## src/sv/assert_macros.svh

```systemverilog
// Assertion macros shared by the averager RTL
`ifndef ASSERT_MACROS_SVH
`define ASSERT_MACROS_SVH

// Check an expression at every clock edge outside reset
`define BVA_ASSERT_ALWAYS(lbl, clk, rst_n, expr, msg) \
    lbl: assert property (@(posedge clk) disable iff (!rst_n) (expr)) else $error(msg);

// Check a same-cycle implication
`define BVA_ASSERT_IMP(lbl, clk, rst_n, ante, cons, msg) \
    lbl: assert property (@(posedge clk) disable iff (!rst_n) (ante) |-> (cons)) else $error(msg);

// Check a next-cycle implication
`define BVA_ASSERT_NEXT(lbl, clk, rst_n, ante, cons, msg) \
    lbl: assert property (@(posedge clk) disable iff (!rst_n) (ante) |=> (cons)) else $error(msg);

`endif

```

## src/sv/bva_pkg.sv

```systemverilog
// Package with widths, register codes and ALU control types for the averager
`timescale 1ns / 1ps
`default_nettype none

package bva_pkg;

    localparam int SAMPLE_W   = 12;
    localparam int RATIO_W    = 22;
    localparam int OFFSET_W   = 14;
    localparam int MV_W       = 16;
    localparam int Q_SHIFT    = 16;
    localparam int CFG_IDX_W  = 2;
    localparam int CFG_DATA_W = 22;

    localparam int SAMPLES_PER_BLOCK_DEF = 20;
    localparam int WINDOW_BLOCKS_DEF     = 10;

    localparam logic [MV_W-1:0]     MV_MAX       = 16'hFFFF;
    localparam logic [RATIO_W-1:0]  RATIO_RESET  = 22'd506542;
    localparam logic [OFFSET_W-1:0] OFFSET_RESET = 14'd9000;

    localparam logic [CFG_IDX_W-1:0] REG_RATIO  = 2'd0;
    localparam logic [CFG_IDX_W-1:0] REG_OFFSET = 2'd1;

    typedef logic [1:0] t_alu_op;

    localparam t_alu_op ALU_HOLD = 2'd0;
    localparam t_alu_op ALU_CLR  = 2'd1;
    localparam t_alu_op ALU_ADD  = 2'd2;
    localparam t_alu_op ALU_LOAD = 2'd3;

endpackage

`default_nettype wire

```

## src/sv/bva_alu.sv

```systemverilog
// Shared accumulator with one adder for ring sums and the offset addition, plus clear and direct load
`timescale 1ns / 1ps
`default_nettype none

module bva_alu #(
    parameter int AW = 22
) (
    input  wire logic             i_clk,
    input  wire bva_pkg::t_alu_op i_ctl,
    input  wire logic [AW-1:0]    i_operand,
    output logic [AW-1:0]         o_acc
);

    logic [AW-1:0] r_acc;
    logic [AW-1:0] n_acc;
    logic [AW-1:0] w_sum;

    assign w_sum = r_acc + i_operand;

    always_comb begin
        n_acc = r_acc;
        unique case (i_ctl)
            bva_pkg::ALU_CLR: begin
                n_acc = '0;
            end
            bva_pkg::ALU_ADD: begin
                n_acc = w_sum;
            end
            bva_pkg::ALU_LOAD: begin
                n_acc = i_operand;
            end
            default: begin
                n_acc = r_acc;
            end
        endcase
    end

    always_ff @(posedge i_clk) begin
        r_acc <= n_acc;
    end

    assign o_acc = r_acc;

endmodule

`default_nettype wire

```

## src/sv/battery_voltage_averager_unit.sv

```systemverilog
// Top level: sample ring, block average window, scaling and output register
//
//  channel  direction  handshake               payload
//  in       to block   i_in_valid/o_in_stall   i_sample_mv
//  out      from block i_out_stall/o_out_valid o_result_valid, o_battery_mv
//  cfg      to block   i_cfg_valid/o_cfg_ready i_cfg_index, i_cfg_data
//
// A sample that does not wrap the ring is stored and gives an empty result. A wrapping
// sample runs the sequencer, which stalls the input until it returns to idle; the single
// adder in bva_alu sums both rings, and one shared multiplier scales the window sum and
// divides both averages by reciprocal multiplication.
// Synchronous active-low reset clears the sequencer, ring indices and window valid bits.
// A held output stalls the input side; configuration writes are always taken.
`timescale 1ns / 1ps
`default_nettype none

module battery_voltage_averager_unit #(
    parameter int SAMPLES_PER_BLOCK = bva_pkg::SAMPLES_PER_BLOCK_DEF,
    parameter int WINDOW_BLOCKS     = bva_pkg::WINDOW_BLOCKS_DEF
) (
    input  wire logic                           i_clk,
    input  wire logic                           i_rst_n,
    input  wire logic                           i_in_valid,
    output logic                                o_in_stall,
    input  wire logic [bva_pkg::SAMPLE_W-1:0]   i_sample_mv,
    output logic                                o_out_valid,
    input  wire logic                           i_out_stall,
    output logic                                o_result_valid,
    output logic [bva_pkg::MV_W-1:0]            o_battery_mv,
    input  wire logic                           i_cfg_valid,
    output logic                                o_cfg_ready,
    input  wire logic [bva_pkg::CFG_IDX_W-1:0]  i_cfg_index,
    input  wire logic [bva_pkg::CFG_DATA_W-1:0] i_cfg_data
);

    `include "assert_macros.svh"

    localparam int SW    = bva_pkg::SAMPLE_W;
    localparam int SIW   = $clog2(SAMPLES_PER_BLOCK);
    localparam int WIW   = $clog2(WINDOW_BLOCKS);
    localparam int BSW   = SW + $clog2(SAMPLES_PER_BLOCK);
    localparam int WSW   = SW + $clog2(WINDOW_BLOCKS);
    localparam int PW    = bva_pkg::RATIO_W + WSW;
    localparam int AW    = PW - bva_pkg::Q_SHIFT;
    localparam int BLK_K = BSW + $clog2(SAMPLES_PER_BLOCK);
    localparam int BLK_M = (2 ** BLK_K + SAMPLES_PER_BLOCK - 1) / SAMPLES_PER_BLOCK;
    localparam int WIN_K = AW + $clog2(WINDOW_BLOCKS);
    localparam int WIN_M = (2 ** WIN_K + WINDOW_BLOCKS - 1) / WINDOW_BLOCKS;
    localparam int MW    = (AW + 1 > bva_pkg::RATIO_W) ? AW + 1 : bva_pkg::RATIO_W;
    localparam int MPW   = 2 * MW;
    localparam int DMAX  = (SAMPLES_PER_BLOCK > WINDOW_BLOCKS) ? SAMPLES_PER_BLOCK
                                                               : WINDOW_BLOCKS;
    localparam int CW    = $clog2(DMAX + 1);

    localparam logic [3:0] S_IDLE  = 4'd0;
    localparam logic [3:0] S_SSUM  = 4'd1;
    localparam logic [3:0] S_SMUL  = 4'd2;
    localparam logic [3:0] S_WWR   = 4'd3;
    localparam logic [3:0] S_WSUM  = 4'd4;
    localparam logic [3:0] S_MUL   = 4'd5;
    localparam logic [3:0] S_LOAD  = 4'd6;
    localparam logic [3:0] S_WMUL  = 4'd7;
    localparam logic [3:0] S_WLOAD = 4'd8;
    localparam logic [3:0] S_OFS   = 4'd9;
    localparam logic [3:0] S_OUT   = 4'd10;

    logic [3:0]     r_state;
    logic [3:0]     n_state;
    logic [CW-1:0]  r_cnt;
    logic [CW-1:0]  n_cnt;
    logic [SIW-1:0] r_sidx;
    logic [SIW-1:0] n_sidx;
    logic [WIW-1:0] r_widx;
    logic [WIW-1:0] n_widx;

    logic [bva_pkg::RATIO_W-1:0]  r_ratio;
    logic [bva_pkg::OFFSET_W-1:0] r_offset;

    logic [SW-1:0]            r_smem [SAMPLES_PER_BLOCK];
    logic [SW-1:0]            r_wmem [WINDOW_BLOCKS];
    logic [WINDOW_BLOCKS-1:0] r_wvld;
    logic [SW-1:0]            r_srd;
    logic [SW-1:0]            r_wrd;
    logic                     r_wrd_vld;
    logic [MPW-1:0]           r_prod;

    logic                    r_ovld;
    logic                    r_result_valid;
    logic [bva_pkg::MV_W-1:0] r_battery_mv;

    bva_pkg::t_alu_op  w_ctl;
    logic [AW-1:0]     w_operand;
    logic [AW-1:0]     w_acc;
    logic              w_in_acc;
    logic              w_out_free;
    logic              w_wrap;
    logic              w_out_load;
    logic [MW-1:0]     w_mul_a;
    logic [MW-1:0]     w_mul_b;
    logic [MPW-1:0]    w_prod;
    logic [SW-1:0]     w_blk_avg;

    assign w_out_free = !r_ovld || !i_out_stall;
    assign o_in_stall = !((r_state == S_IDLE) && w_out_free);
    assign w_in_acc   = i_in_valid && !o_in_stall;
    assign w_wrap     = (r_sidx == SIW'(SAMPLES_PER_BLOCK - 1));
    assign w_out_load = (r_state == S_OUT) && w_out_free;
    assign w_prod     = w_mul_a * w_mul_b;
    assign w_blk_avg  = SW'(r_prod >> BLK_K);
    assign o_cfg_ready = 1'b1;

    assign n_sidx = w_in_acc ? (w_wrap ? '0 : r_sidx + 1'b1) : r_sidx;
    assign n_widx = (r_state == S_WWR)
                  ? ((r_widx == WIW'(WINDOW_BLOCKS - 1)) ? '0 : r_widx + 1'b1)
                  : r_widx;

    always_comb begin
        n_state   = r_state;
        n_cnt     = r_cnt;
        w_ctl     = bva_pkg::ALU_HOLD;
        w_operand = '0;
        w_mul_a   = '0;
        w_mul_b   = '0;
        unique case (r_state)
            S_IDLE: begin
                if (w_in_acc && w_wrap) begin
                    n_state = S_SSUM;
                    n_cnt   = '0;
                    w_ctl   = bva_pkg::ALU_CLR;
                end
            end
            S_SSUM: begin
                n_cnt     = r_cnt + 1'b1;
                w_operand = {{(AW-SW){1'b0}}, r_srd};
                if (r_cnt != '0) begin
                    w_ctl = bva_pkg::ALU_ADD;
                end
                if (r_cnt == CW'(SAMPLES_PER_BLOCK)) begin
                    n_state = S_SMUL;
                    n_cnt   = '0;
                end
            end
            S_SMUL: begin
                w_mul_a = MW'(w_acc[BSW-1:0]);
                w_mul_b = MW'(BLK_M);
                n_state = S_WWR;
            end
            S_WWR: begin
                w_ctl   = bva_pkg::ALU_CLR;
                n_state = S_WSUM;
                n_cnt   = '0;
            end
            S_WSUM: begin
                n_cnt     = r_cnt + 1'b1;
                w_operand = r_wrd_vld ? {{(AW-SW){1'b0}}, r_wrd} : '0;
                if (r_cnt != '0) begin
                    w_ctl = bva_pkg::ALU_ADD;
                end
                if (r_cnt == CW'(WINDOW_BLOCKS)) begin
                    n_state = S_MUL;
                end
            end
            S_MUL: begin
                w_mul_a = MW'(r_ratio);
                w_mul_b = MW'(w_acc[WSW-1:0]);
                n_state = S_LOAD;
            end
            S_LOAD: begin
                w_ctl     = bva_pkg::ALU_LOAD;
                w_operand = AW'(r_prod >> bva_pkg::Q_SHIFT);
                n_state   = S_WMUL;
            end
            S_WMUL: begin
                w_mul_a = MW'(w_acc);
                w_mul_b = MW'(WIN_M);
                n_state = S_WLOAD;
            end
            S_WLOAD: begin
                w_ctl     = bva_pkg::ALU_LOAD;
                w_operand = AW'(r_prod >> WIN_K);
                n_state   = S_OFS;
            end
            S_OFS: begin
                w_ctl     = bva_pkg::ALU_ADD;
                w_operand = {{(AW-bva_pkg::OFFSET_W){1'b0}}, r_offset};
                n_state   = S_OUT;
            end
            S_OUT: begin
                if (w_out_free) begin
                    n_state = S_IDLE;
                end
            end
            default: begin
                n_state = S_IDLE;
            end
        endcase
    end

    bva_alu #(
        .AW (AW)
    ) u_alu (
        .i_clk     (i_clk),
        .i_ctl     (w_ctl),
        .i_operand (w_operand),
        .o_acc     (w_acc)
    );

    always_ff @(posedge i_clk) begin
        if (!i_rst_n) begin
            r_state <= S_IDLE;
            r_cnt   <= '0;
            r_sidx  <= '0;
            r_widx  <= '0;
            r_wvld  <= '0;
        end else begin
            r_state <= n_state;
            r_cnt   <= n_cnt;
            r_sidx  <= n_sidx;
            r_widx  <= n_widx;
            if (r_state == S_WWR) begin
                r_wvld[r_widx] <= 1'b1;
            end
        end
    end

    always_ff @(posedge i_clk) begin
        if (!i_rst_n) begin
            r_ratio  <= bva_pkg::RATIO_RESET;
            r_offset <= bva_pkg::OFFSET_RESET;
        end else if (i_cfg_valid && o_cfg_ready) begin
            unique case (i_cfg_index)
                bva_pkg::REG_RATIO:  r_ratio  <= i_cfg_data[bva_pkg::RATIO_W-1:0];
                bva_pkg::REG_OFFSET: r_offset <= i_cfg_data[bva_pkg::OFFSET_W-1:0];
                default: begin
                end
            endcase
        end
    end

    always_ff @(posedge i_clk) begin
        if (w_in_acc) begin
            r_smem[r_sidx] <= i_sample_mv;
        end
    end

    always_ff @(posedge i_clk) begin
        if ((r_state == S_SSUM) && (r_cnt < CW'(SAMPLES_PER_BLOCK))) begin
            r_srd <= r_smem[r_cnt[SIW-1:0]];
        end
    end

    always_ff @(posedge i_clk) begin
        if (r_state == S_WWR) begin
            r_wmem[r_widx] <= w_blk_avg;
        end
    end

    always_ff @(posedge i_clk) begin
        if ((r_state == S_WSUM) && (r_cnt < CW'(WINDOW_BLOCKS))) begin
            r_wrd     <= r_wmem[r_cnt[WIW-1:0]];
            r_wrd_vld <= r_wvld[r_cnt[WIW-1:0]];
        end
    end

    always_ff @(posedge i_clk) begin
        if ((r_state == S_SMUL) || (r_state == S_MUL) || (r_state == S_WMUL)) begin
            r_prod <= w_prod;
        end
    end

    always_ff @(posedge i_clk) begin
        if (!i_rst_n) begin
            r_ovld <= 1'b0;
        end else if ((w_in_acc && !w_wrap) || w_out_load) begin
            r_ovld <= 1'b1;
        end else if (!i_out_stall) begin
            r_ovld <= 1'b0;
        end
    end

    always_ff @(posedge i_clk) begin
        if (w_in_acc && !w_wrap) begin
            r_result_valid <= 1'b0;
            r_battery_mv   <= '0;
        end else if (w_out_load) begin
            r_result_valid <= 1'b1;
            r_battery_mv   <= (w_acc > AW'(bva_pkg::MV_MAX)) ? bva_pkg::MV_MAX
                                                             : w_acc[bva_pkg::MV_W-1:0];
        end
    end

    assign o_out_valid    = r_ovld;
    assign o_result_valid = r_result_valid;
    assign o_battery_mv   = r_battery_mv;

    `BVA_ASSERT_NEXT(a_short_item, i_clk, i_rst_n, w_in_acc && !w_wrap, r_ovld && !r_result_valid, "non-wrapping sample gave no empty result")
    `BVA_ASSERT_IMP(a_empty_zero, i_clk, i_rst_n, r_ovld && !r_result_valid, r_battery_mv == '0, "empty result carries a voltage")
    `BVA_ASSERT_IMP(a_cnt_range, i_clk, i_rst_n, (r_state == S_SSUM) || (r_state == S_WSUM), r_cnt <= CW'(DMAX), "sum step count out of range")
    `BVA_ASSERT_ALWAYS(a_busy_stall, i_clk, i_rst_n, (r_state == S_IDLE) || o_in_stall, "input taken while sequencer busy")

endmodule

`default_nettype wire
```

## config.mk

```make
export PLATFORM = sky130hd
export DESIGN_NAME = battery_voltage_averager_unit
export DESIGN_NICKNAME = d
export VERILOG_FILES = /design/src/sv/bva_pkg.sv /design/src/sv/bva_alu.sv /design/src/sv/battery_voltage_averager_unit.sv
export VERILOG_INCLUDE_DIRS = /design/src /design/src/sv
export SDC_FILE = /design/constraint.sdc
export NUM_CORES = 2
export LEC_CHECK = 0
export BUFFER_PORTS_ARGS = -buffer_cell sky130_fd_sc_hd__buf_4
export CAP_MARGIN = 5
export CORE_MARGIN = 2
export CORE_UTILIZATION = 45
export DETAILED_ROUTE_END_ITERATION = 10
export GPL_TIMING_DRIVEN = 0
export PLACE_DENSITY_LB_ADDON = 0.2
export SYNTH_ARGS = -nofsm -noshare
export SYNTH_HDL_FRONTEND = slang
export SYNTH_SLANG_ARGS = --single-unit
export TNS_END_PERCENT = 100
```

## constraint.sdc

```tcl
create_clock -name i_clk -period 13.5 [get_ports i_clk]
set_clock_uncertainty 0.15 [all_clocks]
set_input_delay 1.35 -clock i_clk [delete_from_list [all_inputs] [get_ports i_clk]]
set_output_delay 1.35 -clock i_clk [all_outputs]
set_load 0.01 [all_outputs]
```

==> flow_summary.toml <==
[timing]
fin_crit_ps = 10750
drv_slew = 0
rsz0062_at_grt = "no"
max_freq_mhz = 93.0
tightest_slew_ps = 1440
hold_viol_final = 0
setup_viol = 0
tns_ps = 0
slew_headroom = 0.0382
min_period_over_period = 0.796

[logic_synthesis]
synth_area_leaders = "edfxtp_1 36%, fa_1 21%, ha_1 7.3%"
synth_top_area_frac = 0.365
ys_seq_area_frac = 0.410
syn_area_um2 = 36000
synth_cell_type_count = 74
yosysWarnings = 0
synthCells = 3063
synthFlopType = "edfxtp_1"
synth_area_per_cell_um2 = 11.7
ys_seq_elements = 519
synth-edff-count = 437
synth_top_area_cell = "edfxtp_1"
synthArstFlopShare = 0

[min_path]
whs_endpoint = "r_ratio[14]"
min_from = "r_ratio[14]"
min_path_cells = 2
worstHoldPathType = "flip-flop to flip-flop"

[layout]
layout.cells.non_filler = 4284
layout_common_cells = "473 x inv_1, 437 x edfxtp_1, 376 x nand2_1"
drive_gt1_frac = 0.0972
final_common_cell = "inv_1"
area_delta_synth_final_pct = 10.1
fin_nets = 3819

[worst_setup_path]
crit_top_cell = "fa_1"
worst-path-max-fanout = 10
cpPeakStageDelay_ps = 740
path_delay_family = "adder cells"
r2r_slack_ps = 2750
worst-path-buf-inv = 10
slowest_stage = "clkbuf_1"
crit_cells = 34
arrival_ps = 10930
critical_path_required_ps = 13680
reg2reg_to = "r_prod[43]"
cp-start-kind = "flip-flop"
rr_startpoint = "r_state[2]"
worstSetupPathType = "flip-flop to flip-flop"
reg2regPathDepth = 34
cp-end-kind = "flip-flop"

[place]
numPortBuffers = 59
post-dp-hpwl_mm = 82.0
place_congestion = 0.963
dp.cells = 4183

[floorplanning]
rows = 103
start_util = 0.455
dieWidth_um = 287
die-area_um2 = 82200
die_y_um = 287
core_area_um2 = 79100
ios = 61

[power]
p_int_w = 0.00279
power.density_nw_per_um2 = 93.9
pwr-share-clk = 0.386
leakage_nw = 16.6
switching_share = 0.249
pwr-share-seq = 0.480
vdd_ir_drop_max_mv = 0.144
finalPower_w = 0.00372
comb_power_share = 0.134
switching_power_w = 0.000924

[detailed_routing]
vias_per_cell = 5.63
drc = 0
firstDrtPassIters = 5
ant_nets = 0
drt-total-wl_mm = 105
vias = 24100
wl_per_cell_um = 24.5
drtIter0Drc = 2338

[clock_network]
cts_made_buffers = 50
path_clk_slew_ps = 60
htree_levels = 2
postCtsHoldBufs = 0
clock_latency_ps = 610
postCtsSetupBuffers = 0
cts_sinks = 519
cts_buffer_depth = 3
cts_tree = "done"
cts_resized = 0
root_buffer = "clkbuf_16"

[global_route]
antenna_found_initial = 1
grt_use_total = 0.261
grt_pass1_vias = 25100
grt_pass1_wl_mm = 158
grt_max_degree = 31
grt-ovfl-total = 0

[job]
maxCapViolCount = 0

[outcome]
status = "complete, no violations"
-- power groups by stage --
stage	sequential (W)	clock [W]	combinational, W
finish	0.00179	0.00143	0.000499
global route	0.00179	0.00152	0.000535
global placement	0.00182	0	0.000486
floorplan	0.00181	0	0.000333
CTS	0.00179	0.00146	0.000498
detailed placement	0.00182	0	0.000495
-- per-layer routing --
layer,track usage,vias up,wire length [um]
li1,-,10500,-
met5,0,-,0
met1,0.370,12400,44700
met4,0.0849,0,3590
met3,0.0432,180,8610
met2,0.411,1040,48100
-- worst reg2reg max path, delay by kind of cell, from the launching register on --
kind / cells / cell delay (ps)
adder cells (fa/ha/maj): 8 / 3810
buffers and inverters: 10 / 2370
AO/OA/AOI/OAI: 8 / 2150
AND/OR/NAND/NOR: 7 / 1540
flip-flops: 1 / 310
XOR/XNOR: 1 / 140
-- cells in the mapped netlist, types with 5 or more instances --
cell,n
o221a_2,16
xnor2_1,26
a22oi_1,24
and3_1,16
nand2_1,376
buf_2,7
mux2_2,22
fa_1,374
nand3_1,39
mux4_2,86
mux2i_1,32
clkbuf_1,115
ha_1,211
o21ai_0,33
o311ai_0,7
nor2_1,272
inv_1,473
dfxtp_1,82
nor2b_1,21
o21bai_1,9
a22o_1,6
edfxtp_1,437
buf_1,16
nand4_1,14
a21o_1,45
a211oi_1,19
or2_2,5
and2_1,28
nand3b_1,6
xor2_1,31
a21oi_1,102
nand2b_1,13
nor3_1,20
a221o_1,6
o21a_1,8
-- sequential cells by signal, summed over array words and instances (netlist names), 5 cells and up --
register and flops:
r_smem 240, r_wmem 120, r_prod 30, r_ratio 22
u_alu.o_acc 22, o_battery_mv 16, r_offset 14, r_srd 12
r_wrd 12, r_wvld 10, r_cnt 5, r_sidx 5
-- metrics by stage --
step	worst slack (ps)	utilization	instance area (um2)	hold WS (ps)
floorplan	5170	-	36000	283
global placement	2950	0.477	37800	293
detailed placement	2930	0.478	37900	297
CTS	2910	0.500	39500	305
global route	2430	0.501	39600	326
finish	2750	0.501	39600	310
-- worst max-delay path by stage --
stage               startpoint    endpoint  slack (ps)
floorplan           r_state[2]  r_prod[43]        5170
global placement    r_state[2]  r_prod[43]        2950
detailed placement  r_state[2]  r_prod[43]        2930
CTS                 r_state[2]  r_prod[43]        2910
global route        r_state[2]  r_prod[43]        2430
finish              r_state[2]  r_prod[43]        2750
-- cell families (layout without fill, tap and decap cells) --
kind of cell | after synthesis | count (layout) | synth area share
multiplexers | 140 | 140 | 0.0696
AO/OA/AOI/OAI | 320 | 320 | 0.0623
adder cells (fa/ha/maj) | 585 | 585 | 0.281
AND/OR/NAND/NOR | 828 | 828 | 0.0980
buffers and inverters | 612 | 777 | 0.0642
XOR/XNOR | 57 | 57 | 0.0139
other | 2 | 8 | 0.000209
flip-flops | 519 | 519 | 0.410
-- layout make-up --
type                            count  area (um2)
Clock buffer                       66        1340
Timing Repair Buffer               74         601
Antenna cell                        2        5.00
Multi-Input combinational cell   1936       19000
Sequential cell                   519       14800
Buffer                            139         534
Tap cell                         1050        1310
Fill cell                        7027       39500
Clock inverter                     25         325
Inverter                          473        1780
Note: power is estimated with default switching activity, not from simulation.
